## src/gfmi_pkg.sv

```systemverilog
// Shared types, codes and GF(2^8) helper functions for the field arithmetic unit.
package gfmi_pkg;

   localparam logic       KIND_MUL  = 1'b0;
   localparam logic       KIND_INV  = 1'b1;
   localparam logic [7:0] GF_REDUCE = 8'h1B;
   localparam logic [7:0] GF_ONE    = 8'h01;

   typedef logic [7:0] elem_type;

   // Payload carried between pipeline stages.
   typedef struct packed {
      logic     kind;
      elem_type a;
      elem_type a3;
      elem_type acc;
   } stage_type;

   // Carry-less multiply reduced by x^8+x^4+x^3+x+1.
   function automatic elem_type gf_mul(input elem_type x, input elem_type y);
      elem_type acc;
      elem_type sh;
      acc = '0;
      sh  = x;
      for (int i = 0; i < 8; i++) begin
         if (y[i]) begin
            acc = acc ^ sh;
         end
         sh = sh[7] ? ({sh[6:0], 1'b0} ^ GF_REDUCE) : {sh[6:0], 1'b0};
      end
      return acc;
   endfunction

   // Squaring is linear over GF(2); synthesis folds it into an XOR network.
   function automatic elem_type gf_sq(input elem_type x);
      return gf_mul(x, x);
   endfunction

endpackage

```

## src/gfmi_if.sv

```systemverilog
// Valid/ready channel interfaces for requests and responses.
interface gfmi_req_if;
   logic       valid;
   logic       ready;
   logic       kind;
   logic [7:0] operand_a;
   logic [7:0] operand_b;

   modport source (output valid, kind, operand_a, operand_b, input ready);
   modport sink   (input valid, kind, operand_a, operand_b, output ready);
endinterface

interface gfmi_rsp_if;
   logic       valid;
   logic       ready;
   logic [7:0] field_result;

   modport source (output valid, field_result, input ready);
   modport sink   (input valid, field_result, output ready);
endinterface

```

## src/gfmi_stage.sv

```systemverilog
// One pipeline stage: a field multiplier feeding a registered payload with its valid bit.
module gfmi_stage
   import gfmi_pkg::*;
(
   input  logic      clock,
   input  logic      reset,
   input  logic      in_valid,
   output logic      in_ready,
   input  stage_type in_data,
   input  elem_type  mul_x,
   input  elem_type  mul_y,
   output logic      out_valid,
   input  logic      out_ready,
   output stage_type out_data
);

   logic      valid_ff;
   logic      valid_in;
   stage_type data_ff;
   stage_type data_in;

   // Take a new item when empty or when the held one leaves this cycle.
   assign in_ready = !valid_ff || out_ready;
   assign valid_in = in_ready ? in_valid : valid_ff;

   always_comb begin
      data_in     = in_data;
      data_in.acc = gf_mul(mul_x, mul_y);
   end

   always_ff @(posedge clock) begin
      if (reset) begin
         valid_ff <= 1'b0;
      end else begin
         valid_ff <= valid_in;
      end
   end

   always_ff @(posedge clock) begin
      if (in_ready && in_valid) begin
         data_ff <= data_in;
      end
   end

   assign out_valid = valid_ff;
   assign out_data  = data_ff;

endmodule

```

## src/gf256_multiply_inverse.sv

```systemverilog
// Pipeline of registered stages, one multiplier per stage; the response comes from the last stage register.
// Throughput: one item per cycle; each stage stalls only when it is full and blocked.
// Inverse is a^254 by the chain a^3, a^15, a^63, then a^63^4 * a^2 (zero maps to zero).
// Product needs only the first multiplier; later stages multiply it by one.
// Reset (synchronous, active high) clears all stage valid bits; payload is not reset.
module gf256_multiply_inverse
   import gfmi_pkg::*;
(
   input  logic        clock,
   input  logic        reset,
   gfmi_req_if.sink    req_chan,
   gfmi_rsp_if.source  rsp_chan
);

   localparam int NumStages = 4;

   logic      stg_in_valid [NumStages];
   logic      stg_in_ready [NumStages];
   logic      stg_out_valid[NumStages];
   logic      stg_out_ready[NumStages];
   stage_type stg_in_data  [NumStages];
   stage_type stg_out_data [NumStages];
   elem_type  stg_mul_x    [NumStages];
   elem_type  stg_mul_y    [NumStages];

   // Load stage 1 from the request; the a^3 slot is filled after stage 1.
   always_comb begin
      stg_in_data[0].kind = req_chan.kind;
      stg_in_data[0].a    = req_chan.operand_a;
      stg_in_data[0].a3   = req_chan.operand_a;
      stg_in_data[0].acc  = '0;
      if (req_chan.kind == KIND_INV) begin
         stg_mul_x[0] = gf_sq(req_chan.operand_a);    // a^2 * a = a^3
         stg_mul_y[0] = req_chan.operand_a;
      end else begin
         stg_mul_x[0] = req_chan.operand_a;           // a * b
         stg_mul_y[0] = req_chan.operand_b;
      end
   end

   // Stage 2: capture a^3, form a^12 * a^3 = a^15.
   always_comb begin
      stg_in_data[1]    = stg_out_data[0];
      stg_in_data[1].a3 = stg_out_data[0].acc;
      if (stg_out_data[0].kind == KIND_INV) begin
         stg_mul_x[1] = gf_sq(gf_sq(stg_out_data[0].acc));
         stg_mul_y[1] = stg_out_data[0].acc;
      end else begin
         stg_mul_x[1] = stg_out_data[0].acc;
         stg_mul_y[1] = GF_ONE;
      end
   end

   // Stage 3: a^60 * a^3 = a^63.
   always_comb begin
      stg_in_data[2] = stg_out_data[1];
      if (stg_out_data[1].kind == KIND_INV) begin
         stg_mul_x[2] = gf_sq(gf_sq(stg_out_data[1].acc));
         stg_mul_y[2] = stg_out_data[1].a3;
      end else begin
         stg_mul_x[2] = stg_out_data[1].acc;
         stg_mul_y[2] = GF_ONE;
      end
   end

   // Stage 4: a^252 * a^2 = a^254, the inverse.
   always_comb begin
      stg_in_data[3] = stg_out_data[2];
      if (stg_out_data[2].kind == KIND_INV) begin
         stg_mul_x[3] = gf_sq(gf_sq(stg_out_data[2].acc));
         stg_mul_y[3] = gf_sq(stg_out_data[2].a);
      end else begin
         stg_mul_x[3] = stg_out_data[2].acc;
         stg_mul_y[3] = GF_ONE;
      end
   end

   // Chain valid/ready between stages; backpressure ripples only through full stages.
   assign stg_in_valid[0] = req_chan.valid;
   assign req_chan.ready  = stg_in_ready[0];

   for (genvar s = 0; s < NumStages; s++) begin : g_stage
      if (s > 0) begin : g_link
         assign stg_in_valid[s]    = stg_out_valid[s-1];
         assign stg_out_ready[s-1] = stg_in_ready[s];
      end

      gfmi_stage u_stage (
         .clock     (clock),
         .reset     (reset),
         .in_valid  (stg_in_valid[s]),
         .in_ready  (stg_in_ready[s]),
         .in_data   (stg_in_data[s]),
         .mul_x     (stg_mul_x[s]),
         .mul_y     (stg_mul_y[s]),
         .out_valid (stg_out_valid[s]),
         .out_ready (stg_out_ready[s]),
         .out_data  (stg_out_data[s])
      );
   end

   // Drive the response straight from the last stage register.
   assign stg_out_ready[NumStages-1] = rsp_chan.ready;
   assign rsp_chan.valid             = stg_out_valid[NumStages-1];
   assign rsp_chan.field_result      = stg_out_data[NumStages-1].acc;

   // A nonzero element times its inverse must be one.
   a_inv_exact: assert property (@(posedge clock) disable iff (reset)
      (rsp_chan.valid && stg_out_data[NumStages-1].kind == KIND_INV
       && stg_out_data[NumStages-1].a != 8'h00)
      |-> gf_mul(rsp_chan.field_result, stg_out_data[NumStages-1].a) == GF_ONE)
      else $error("inverse times operand is not one");

   // Zero has no inverse and must map to zero.
   a_inv_zero: assert property (@(posedge clock) disable iff (reset)
      (rsp_chan.valid && stg_out_data[NumStages-1].kind == KIND_INV
       && stg_out_data[NumStages-1].a == 8'h00)
      |-> rsp_chan.field_result == 8'h00)
      else $error("inverse of zero is not zero");

   // An accepted request always lands in the first stage on the next edge.
   a_req_lands: assert property (@(posedge clock) disable iff (reset)
      (req_chan.valid && req_chan.ready) |=> stg_out_valid[0])
      else $error("accepted item missing from first stage");

endmodule

```

## src/flat_wrapper.sv

```systemverilog
// flat-port wrapper written by rule: the top's interface ports become plain ports
module gf256_multiply_inverse_flat import gfmi_pkg::*;
  (clock, reset, req_chan_valid, req_chan_kind, req_chan_operand_a, req_chan_operand_b, req_chan_ready, rsp_chan_valid, rsp_chan_field_result, rsp_chan_ready);
  gfmi_req_if req_chan_i ();
  gfmi_rsp_if rsp_chan_i ();
  input  logic clock;
  input  logic reset;
  input wire logic [$bits(req_chan_i.valid)-1:0] req_chan_valid;
  input wire logic [$bits(req_chan_i.kind)-1:0] req_chan_kind;
  input wire logic [$bits(req_chan_i.operand_a)-1:0] req_chan_operand_a;
  input wire logic [$bits(req_chan_i.operand_b)-1:0] req_chan_operand_b;
  output wire logic [$bits(req_chan_i.ready)-1:0] req_chan_ready;
  output wire logic [$bits(rsp_chan_i.valid)-1:0] rsp_chan_valid;
  output wire logic [$bits(rsp_chan_i.field_result)-1:0] rsp_chan_field_result;
  input wire logic [$bits(rsp_chan_i.ready)-1:0] rsp_chan_ready;
  assign req_chan_i.valid = req_chan_valid;
  assign req_chan_i.kind = req_chan_kind;
  assign req_chan_i.operand_a = req_chan_operand_a;
  assign req_chan_i.operand_b = req_chan_operand_b;
  assign req_chan_ready = req_chan_i.ready;
  assign rsp_chan_valid = rsp_chan_i.valid;
  assign rsp_chan_field_result = rsp_chan_i.field_result;
  assign rsp_chan_i.ready = rsp_chan_ready;
  gf256_multiply_inverse u_core (.clock(clock), .reset(reset), .req_chan(req_chan_i), .rsp_chan(rsp_chan_i));
endmodule
```

## config.mk

```make
export PLATFORM = sky130hd
export DESIGN_NAME = gf256_multiply_inverse_flat
export DESIGN_NICKNAME = d
export VERILOG_FILES = /design/src/gfmi_pkg.sv /design/src/gfmi_if.sv /design/src/gfmi_stage.sv /design/src/gf256_multiply_inverse.sv /design/src/flat_wrapper.sv
export SDC_FILE = /design/constraint.sdc
export NUM_CORES = 1
export LEC_CHECK = 0
export CAP_MARGIN = 20
export CORE_MARGIN = 2
export CORE_UTILIZATION = 60
export CTS_BUF_LIST = sky130_fd_sc_hd__clkbuf_4
export DETAILED_ROUTE_END_ITERATION = 16
export DONT_BUFFER_PORTS = 1
export GPL_TIMING_DRIVEN = 0
export HOLD_SLACK_MARGIN = 0.12
export PLACE_DENSITY = 0.79
export SLEW_MARGIN = 20
export SYNTH_ARGS = -nofsm -noshare
export SYNTH_HDL_FRONTEND = slang
export SYNTH_HIERARCHICAL = 1
export SYNTH_SLANG_ARGS = --single-unit
```

## constraint.sdc

```tcl
create_clock -name clock -period 5.3 [get_ports clock]
set_input_delay 0.53 -clock clock [delete_from_list [all_inputs] [get_ports clock]]
set_output_delay 0.53 -clock clock [all_outputs]
set_load 0.01 [all_outputs]
```

# Word level (Yosys, flattened, before mapping)
# Index checks and enable logic that the tools add are counted.
# W data, S select, Z words.
[op_classes] n_reduce_logical=12 n_bitwise=168 order_cmp=0 n_mux=247 n_shift=0 eq_ne=0 n_div=0 add_sub_neg=0 multipliers=0
[ops] op="$mux W8" n=163
[ops] op="$xor A8 B8 Y8" n=84
[ops] op="$mux W5" n=84
[ops] op="$not A4 Y4" n=84
[ops] op="$logic_and A1 B1 Y1" n=4
[ops] op="$logic_not A1 Y1" n=4
[ops] op="$logic_or A1 B1 Y1" n=4
[word_totals] rom_bits=0 ram_bits=0 latchBits=0 ff_bits=71 output_inout_bits=10 in_bits=21 n_memories=0

# Logic depth before layout (Yosys ltp)
# Gate-level depths: netlist (run 1).
[depth] depth_word=62 depth_mapped=21 depth_no_buf=19

# By module
# Netlist (run 1), hierarchy kept.
[modules_own_cells] mod="gf256_multiply_inverse" area_each_um2=6199.7 cells_each=859 n_inst=1 seq_area_each_um2=0.0
[modules_own_cells] mod="gfmi_stage at u_core.g_stage[1].u_stage ..." area_each_um2=2014.4 cells_each=201 n_inst=3 seq_area_each_um2=770.7
[modules_own_cells] mod="gfmi_stage at u_core.g_stage[0].u_stage" area_each_um2=1978.1 cells_each=201 n_inst=1 seq_area_each_um2=770.7

# Least setup slack after synthesis (run 1)
# OpenSTA, ideal clock, no wires.
[synth_timing] kind="reg-to-reg" from="register u_core.g_stage[1].u_stage.data_ff (netlist bit u_core/g_stage[1].u_stage/out_data[0])" to="register u_core.g_stage[2].u_stage.data_ff (netlist bit u_core/g_stage[2].u_stage/out_data[3]) (data pin)" setup_slack_ns=-0.245 t_arrival_ns=5.277 n_path_buf=2 path_stages_with_launch=20 setup_ns=0.268 cell_sequence="edfxtp_1 -> ha_1 -> clkbuf_2 -> nand2_1 -> xor2_1 -> clkinv_1 -> clkbuf_1 -> ha_1 -> xnor2_1 -> xnor2_1 -> nand2_1 -> xnor2_1 -> nor4_1 -> or4_1 -> xor2_4 -> xnor2_1 -> xor2_1 -> nand2_2 -> xor2_2 -> xnor3_1"
[synth_rtl] element="from (decl)" line="gfmi_stage.sv:19" rtl="stage_type data_ff;"
[synth_rtl] element="from (signal assigned)" line="gfmi_stage.sv:41" rtl="data_ff <= data_in;"
[synth_rtl] element="to (signal assigned)" line="gfmi_stage.sv:41"
[synth_rtl] element="to (decl)" line="gfmi_stage.sv:19"

==> reports/qor.txt, run 1 <==
smallest hold slack -> 0.173 ns
Overflow after GRT -> 0
Clock Latency Late Sink -> 0.47 ns
Die H -> 152 µm
total CTS buffers -> 9
clk slew on worst S/H paths -> 0.13 ns
worst slew pin tran -> 0.810 ns
initial antenna violation count -> 1
Worst Setup End Kind -> register
Hold Path Class -> in -> reg
max_cap viols -> 0
routed via count -> 11593
Routed WL -> 31.4 mm
worst hold path depth -> 0
CTS root buffer -> clkbuf_4
result of the run -> completed
routability congestion estimate -> 0.922
skew final -> 0.0326 ns
core area -> 21800 µm²
crit path kind -> reg -> reg
Post-DRT Antenna Nets -> 0
WL/cell -> 15.9 µm
vias in the first global route -> 10644
Via-to-Cell Ratio -> 5.86
final core area utilization -> 67.2%
P&R area growth vs syn -> 10.6%
Syn Nets -> 1658
Iteration-0 DRC Markers -> 921
DRC violations left -> 0
synthesized instance count -> 1629
Netlist Area Pre-Place -> 13200 µm²
Final setup viols -> 0
CTS tree -> done
pin count of the biggest net entering global routing -> 26
starting density of the core -> 60.8%
H-tree levels -> 3
die area -> 23200 µm²
first-pass GRT wire length -> 50.9 mm
Synth Area per Inst -> 8.12 µm²
Final period util -> 98.5%
DPL Wire Length -> 22.6 mm
minimum clock period -> 5.22 ns
Fill cells -> 1738
max-slew headroom at the worst pin -> 45.6%
layout cell share with drive strength beyond 1 -> 14.5%
Placed Cells -> 1909
die span in x -> 152 µm
Rows -> 54
1st-pass router iterations -> 9
worst path required time -> 5.52 ns
Final Net Count -> 1722
startpoint type of the worst setup path -> register
Final Hold Viols -> 0
R2R depth -> 21
fmax -> 0.191 GHz
Total Routing Usage GR -> 25.7%
port bufs -> 0
I/O pin count -> 31
clk buf depth -> 2
critical path arrival -> 5.44 ns
Non-Filler Instances -> 1979
max-slew violation count -> 0
worst-path fanout max -> 10
yosys warns -> 6
Sink Count -> 71
[per-layer routing]
layer	wire length, µm	vias to the layer above	track usage [%]
li1	-	5631	-
met1	13800	5525	34.8
met2	15400	379	43.7
met3	1680	58	2.76
met4	579	0	7.14
met5	0	-	0
[worst max-delay path, cell delays in order, from the launching register on]
cell and delay, ns:
edfxtp_1 0.46, ha_1 0.30, buf_4 0.19, nand2_2 0.11
xor2_4 0.22, inv_4 0.09, clkbuf_4 0.22, ha_4 0.34
xnor3_1 0.41, or3_1 0.32, a31oi_1 0.25, xor2_1 0.25
xnor2_1 0.19, mux2i_1 0.13, buf_6 0.18, buf_12 0.13
xor2_4 0.25, xor2_1 0.35, nand2_1 0.13, xnor2_1 0.21
xnor2_1 0.16, xnor2_1 0.10
[repair_timing]
item	4_1_cts	5_1_grt
setup buffers	10	36
hold endpoints to repair	8	4
gates resized for setup	28	50
endpoints found under the setup margin	23	24
hold buffers	5	4
pin swaps	2	13
[final timing paths]
kind	from	endpoint	slack [ns]
setup / recovery	u_core/g_stage[1].u_stage/out_data[7]	u_core/g_stage[2].u_stage/out_data[7]	0.08
hold / removal	req_chan_operand_a[1]	u_core/g_stage[0].u_stage/out_data[17]	0.17
setup reg to reg	u_core/g_stage[1].u_stage/out_data[7]	u_core/g_stage[2].u_stage/out_data[7]	0.08
hold reg to reg	u_core/g_stage[1].u_stage/out_data[22]	u_core/g_stage[2].u_stage/out_data[22]	0.42
[per-stage QoR]
stage               cell area [µm²]  setup TNS (ns)  worst slack (ns)
finish                        14600               0            0.0772
floorplan                     13200               0            0.0366
detailed placement            13600           -8.26            -0.835
global placement              13600           -5.63            -0.748
CTS                           14000               0           0.00340
global route                  14600          -0.265           -0.0847
[sequential cells by signal, summed over array words and instances, names as in the netlist]
signal                            count
u_core/g_stage.u_stage/out_valid      4
u_core/g_stage.u_stage/out_data      67
[area by class of cell]
| cell class | instances | area [µm²] | area share (%) |
|---|---|---|---|
| diodes | 1 | 2.50 | 0.0171 |
| clock inverters | 7 | 65.1 | 0.445 |
| inverters | 43 | 164 | 1.12 |
| clock buffers | 9 | 67.6 | 0.462 |
| well taps | 280 | 350 | 2.40 |
| repair buffers | 55 | 448 | 3.06 |
| flip-flops and latches | 71 | 2090 | 14.3 |
| plain buffers | 121 | 684 | 4.68 |
| multi-input cells | 1392 | 10700 | 73.5 |
[cell usage in the layout, fill, tap and decap left out, types with 6 or more instances in the layout]
cell             n
and3b_1         11
xor2_2          17
xnor2_2         19
xor3_1           7
or3_1           11
clkbuf_4        12
mux2_2          27
nand2b_1        18
nor2b_1         27
or2_2            6
a21oi_1         81
o21ai_0         40
edfxtp_1        67
a22oi_1         13
inv_1           40
clkbuf_1        58
xor2_4          13
nor3_1          23
buf_6           17
nor3b_1          6
o221ai_1        11
dlygate4sd3_1    9
and3_1           7
xnor2_1        301
buf_2           20
mux2i_1         50
and2_1          30
xor2_1         117
o211ai_1        10
xnor2_4          7
nor2_1          72
a31oi_1          7
nand3_1         29
nand2_1        272
o22ai_1         22
buf_4           59
xnor3_1         18
Power of run 1 is not shown: default switching activity piles up to over one toggle a cycle in this logic, so the estimate is an artifact.
==> run 2: changes to the inputs <==
GPL_TIMING_DRIVEN = 1   (was 0)
SYNTH_HIERARCHICAL = default   (was 1)
==> run 2 against run 1 <==
Against the previous run:
- sequential cell count did not move
- critical endpoint is now u_core.g_stage[1].u_stage.out_data[4]
- clock-buffer cell count did not move
- non-clock buffer count fell by 33
- hold slack got worse by 0.0017 ns
- setup slack got worse by 0.0058 ns
- global-route usage rose by 1.5 points
- final cell count rose by 3.6%
- final area rose by 5.5%
- critical path type unchanged
- via count rose by 5.5%
- first-iteration DRC count rose by 2.9%
- utilization rose by 0.69 points
==> reports/qor.txt, run 2 <==
result of the run -> completed
crit path kind -> reg -> reg
die span in x -> 156 µm
Worst Setup End Kind -> register
max-slew headroom at the worst pin -> 37.4%
HP Start -> req_chan_operand_a[2]
H-tree levels -> 3
met3 Usage GRT -> 2.74%
Final period util -> 98.7%
WL/cell -> 16.7 µm
Clock Latency Late Sink -> 0.45 ns
Hold Path Class -> in -> reg
DPL Wire Length -> 24.7 mm
Post-synth EDFFs -> 67
register bit count reported by yosys -> 71
reg-to-reg startpoint -> u_core.g_stage[0].u_stage.out_data[5]
commonest non-fill, non-tap cell in the layout -> xnor2_1
Critical R2R Capture -> u_core.g_stage[1].u_stage.out_data[4]
minimum clock period -> 5.23 ns
FF-to-FF setup slack -> 0.07 ns
most common library cells after synthesis -> xnor2_1, nand2_1, nor2_1, xor2_1, a21oi_1
Final Net Count -> 1789
ys flop type -> edfxtp_1
CTS tree -> done
Final Hold Viols -> 0
P&R area growth vs syn -> 10.9%
first-pass GRT wire length -> 55.2 mm
synthesized instance count -> 1718
Iteration-0 DRC Markers -> 948
yosys warns -> 0
Syn Nets -> 1747
CTS root buffer -> clkbuf_4
max_cap viols -> 0
startpoint type of the worst setup path -> register
worst slew pin tran -> 0.913 ns
critical path arrival -> 5.42 ns
DRC violations left -> 0
Routed WL -> 34.2 mm
area share of the largest cell type after synthesis -> 22.7%
met2 usage -> 45.6%
die area -> 24400 µm²
fmax -> 0.191 GHz
met1 Use GR -> 37.2%
max FFs per register -> 67
register area share after synthesis -> 15.0%
core area -> 22700 µm²
routed via count -> 12231
port bufs -> 0
Total Routing Usage GR -> 27.1%
initial antenna violation count -> 1
worst hold path depth -> 0
Sink Count -> 71
worst-path fanout max -> 8
dominant cells by area after synthesis -> xnor2_1, edfxtp_1, xor2_1
Synth area leader -> xnor2_1
Post-DRT Antenna Nets -> 0
Final setup viols -> 0
starting density of the core -> 61.2%
Post-synth ARST share -> 0%
most frequent cells in the layout -> xnor2_1, nand2_1, nor2_1, buf_4, xor2_1
Via-to-Cell Ratio -> 5.96
WHS Endpoint -> u_core.g_stage[0].u_stage.out_data[18]
Die H -> 156 µm
R2R depth -> 17
worst path required time -> 5.49 ns
Rows -> 55
max-slew violation count -> 0
I/O pin count -> 31
smallest hold slack -> 0.171 ns
layout cell share with drive strength beyond 1 -> 16.2%
Top Usage Layer GRT -> met2
routability congestion estimate -> 0.963
pin count of the biggest net entering global routing -> 36
clk slew on worst S/H paths -> 0.14 ns
Netlist Area Pre-Place -> 13900 µm²
Overflow after GRT -> 0
skew final -> 0.0195 ns
vias in the first global route -> 11175
RSZ-0062 raised after global routing -> true
Synth Area per Inst -> 8.10 µm²
1st-pass router iterations -> 5
clk buf depth -> 2
total CTS buffers -> 9
Cell variety after synth -> 96
top-count cell post-synth -> xnor2_1
-- run 2: stage by stage --
stage	TNS (ns)	utilization [%]	std cells	area, µm²	worst slack, ns
global placement	0	64.0	1981	14500	0.101
CTS	0	64.8	2000	14700	0.00236
global route	-0.252	67.9	2051	15400	-0.0971
floorplan	0	-	1718	14000	0.0164
finish	0	67.9	2051	15400	0.0714
detailed placement	0	64.0	1981	14500	0.0555
-- run 2: worst max-delay path by stage --
stage	start	end	slack, ns	depth (start not counted)
global placement	u_core.g_stage[1].u_stage.out_data[5]	u_core.g_stage[2].u_stage.out_data[2]	0.10	22
floorplan	u_core.g_stage[1].u_stage.out_data[7]	u_core.g_stage[2].u_stage.out_data[5]	0.02	25
detailed placement	u_core.g_stage[0].u_stage.out_data[7]	u_core.g_stage[1].u_stage.out_data[1]	0.06	19
global route	u_core.g_stage[1].u_stage.out_data[7]	u_core.g_stage[2].u_stage.out_data[7]	-0.1	23
CTS	u_core.g_stage[1].u_stage.out_data[5]	u_core.g_stage[2].u_stage.out_data[2]	0.002	22
finish	u_core.g_stage[0].u_stage.out_data[5]	u_core.g_stage[1].u_stage.out_data[4]	0.07	17
-- run 2: worst max-delay path, stage by stage, from the launching register on --
cell      delay [ns]
edfxtp_1        0.52
buf_4           0.21
buf_4           0.16
o311ai_1        0.35
xnor3_2         0.57
xnor3_2         0.44
mux2i_1         0.13
o2bb2a_1        0.30
xnor2_1         0.16
xnor3_2         0.56
mux2i_4         0.23
xnor2_4         0.13
nor4_1          0.22
and3b_1         0.22
xnor2_1         0.13
xnor2_1         0.29
mux2i_1         0.25
a21boi_1        0.09
-- run 2: cell type report --
| type | count | area, µm² |
|---|---|---|
| clock buffers | 9 | 67.6 |
| well taps | 285 | 357 |
| diodes | 1 | 2.50 |
| multi-input cells | 1500 | 11500 |
| flip-flops and latches | 71 | 2090 |
| inverters | 35 | 131 |
| repair buffers | 143 | 1130 |
| clock inverters | 7 | 87.6 |
| fillers | 1777 | 7290 |
-- run 2: kinds of logic (layout without fill, tap and decap cells) --
logic type | after synthesis | count (layout) | share of synthesized area [%]
compound gates | 301 | 301 | 14.3
mux | 69 | 69 | 5.55
fa+ha+maj | 8 | 8 | 0.720
flops | 71 | 71 | 15.0
buf+inv | 147 | 194 | 4.70
other cells | 0 | 1 | 0
xor+xnor | 570 | 570 | 42.2
simple gates | 552 | 552 | 17.5
-- run 2: what timing repair did --
action                     CTS  global route
buffers inserted             2            49
gates resized for setup      0            43
hold endpoints to repair     4             0
setup endpoints to repair    1            22
hold buffers                 1             0
pin swaps                    0            22
gates cloned                 0             1
-- run 2: routing by layer --
layer	vias to the layer above	share of wire [%]
met1	5845	43
met3	71	5.4
met4	0	2.2
met5	-	0
li1	5881	-
met2	434	49
Power of run 2 is left out for the same reason.
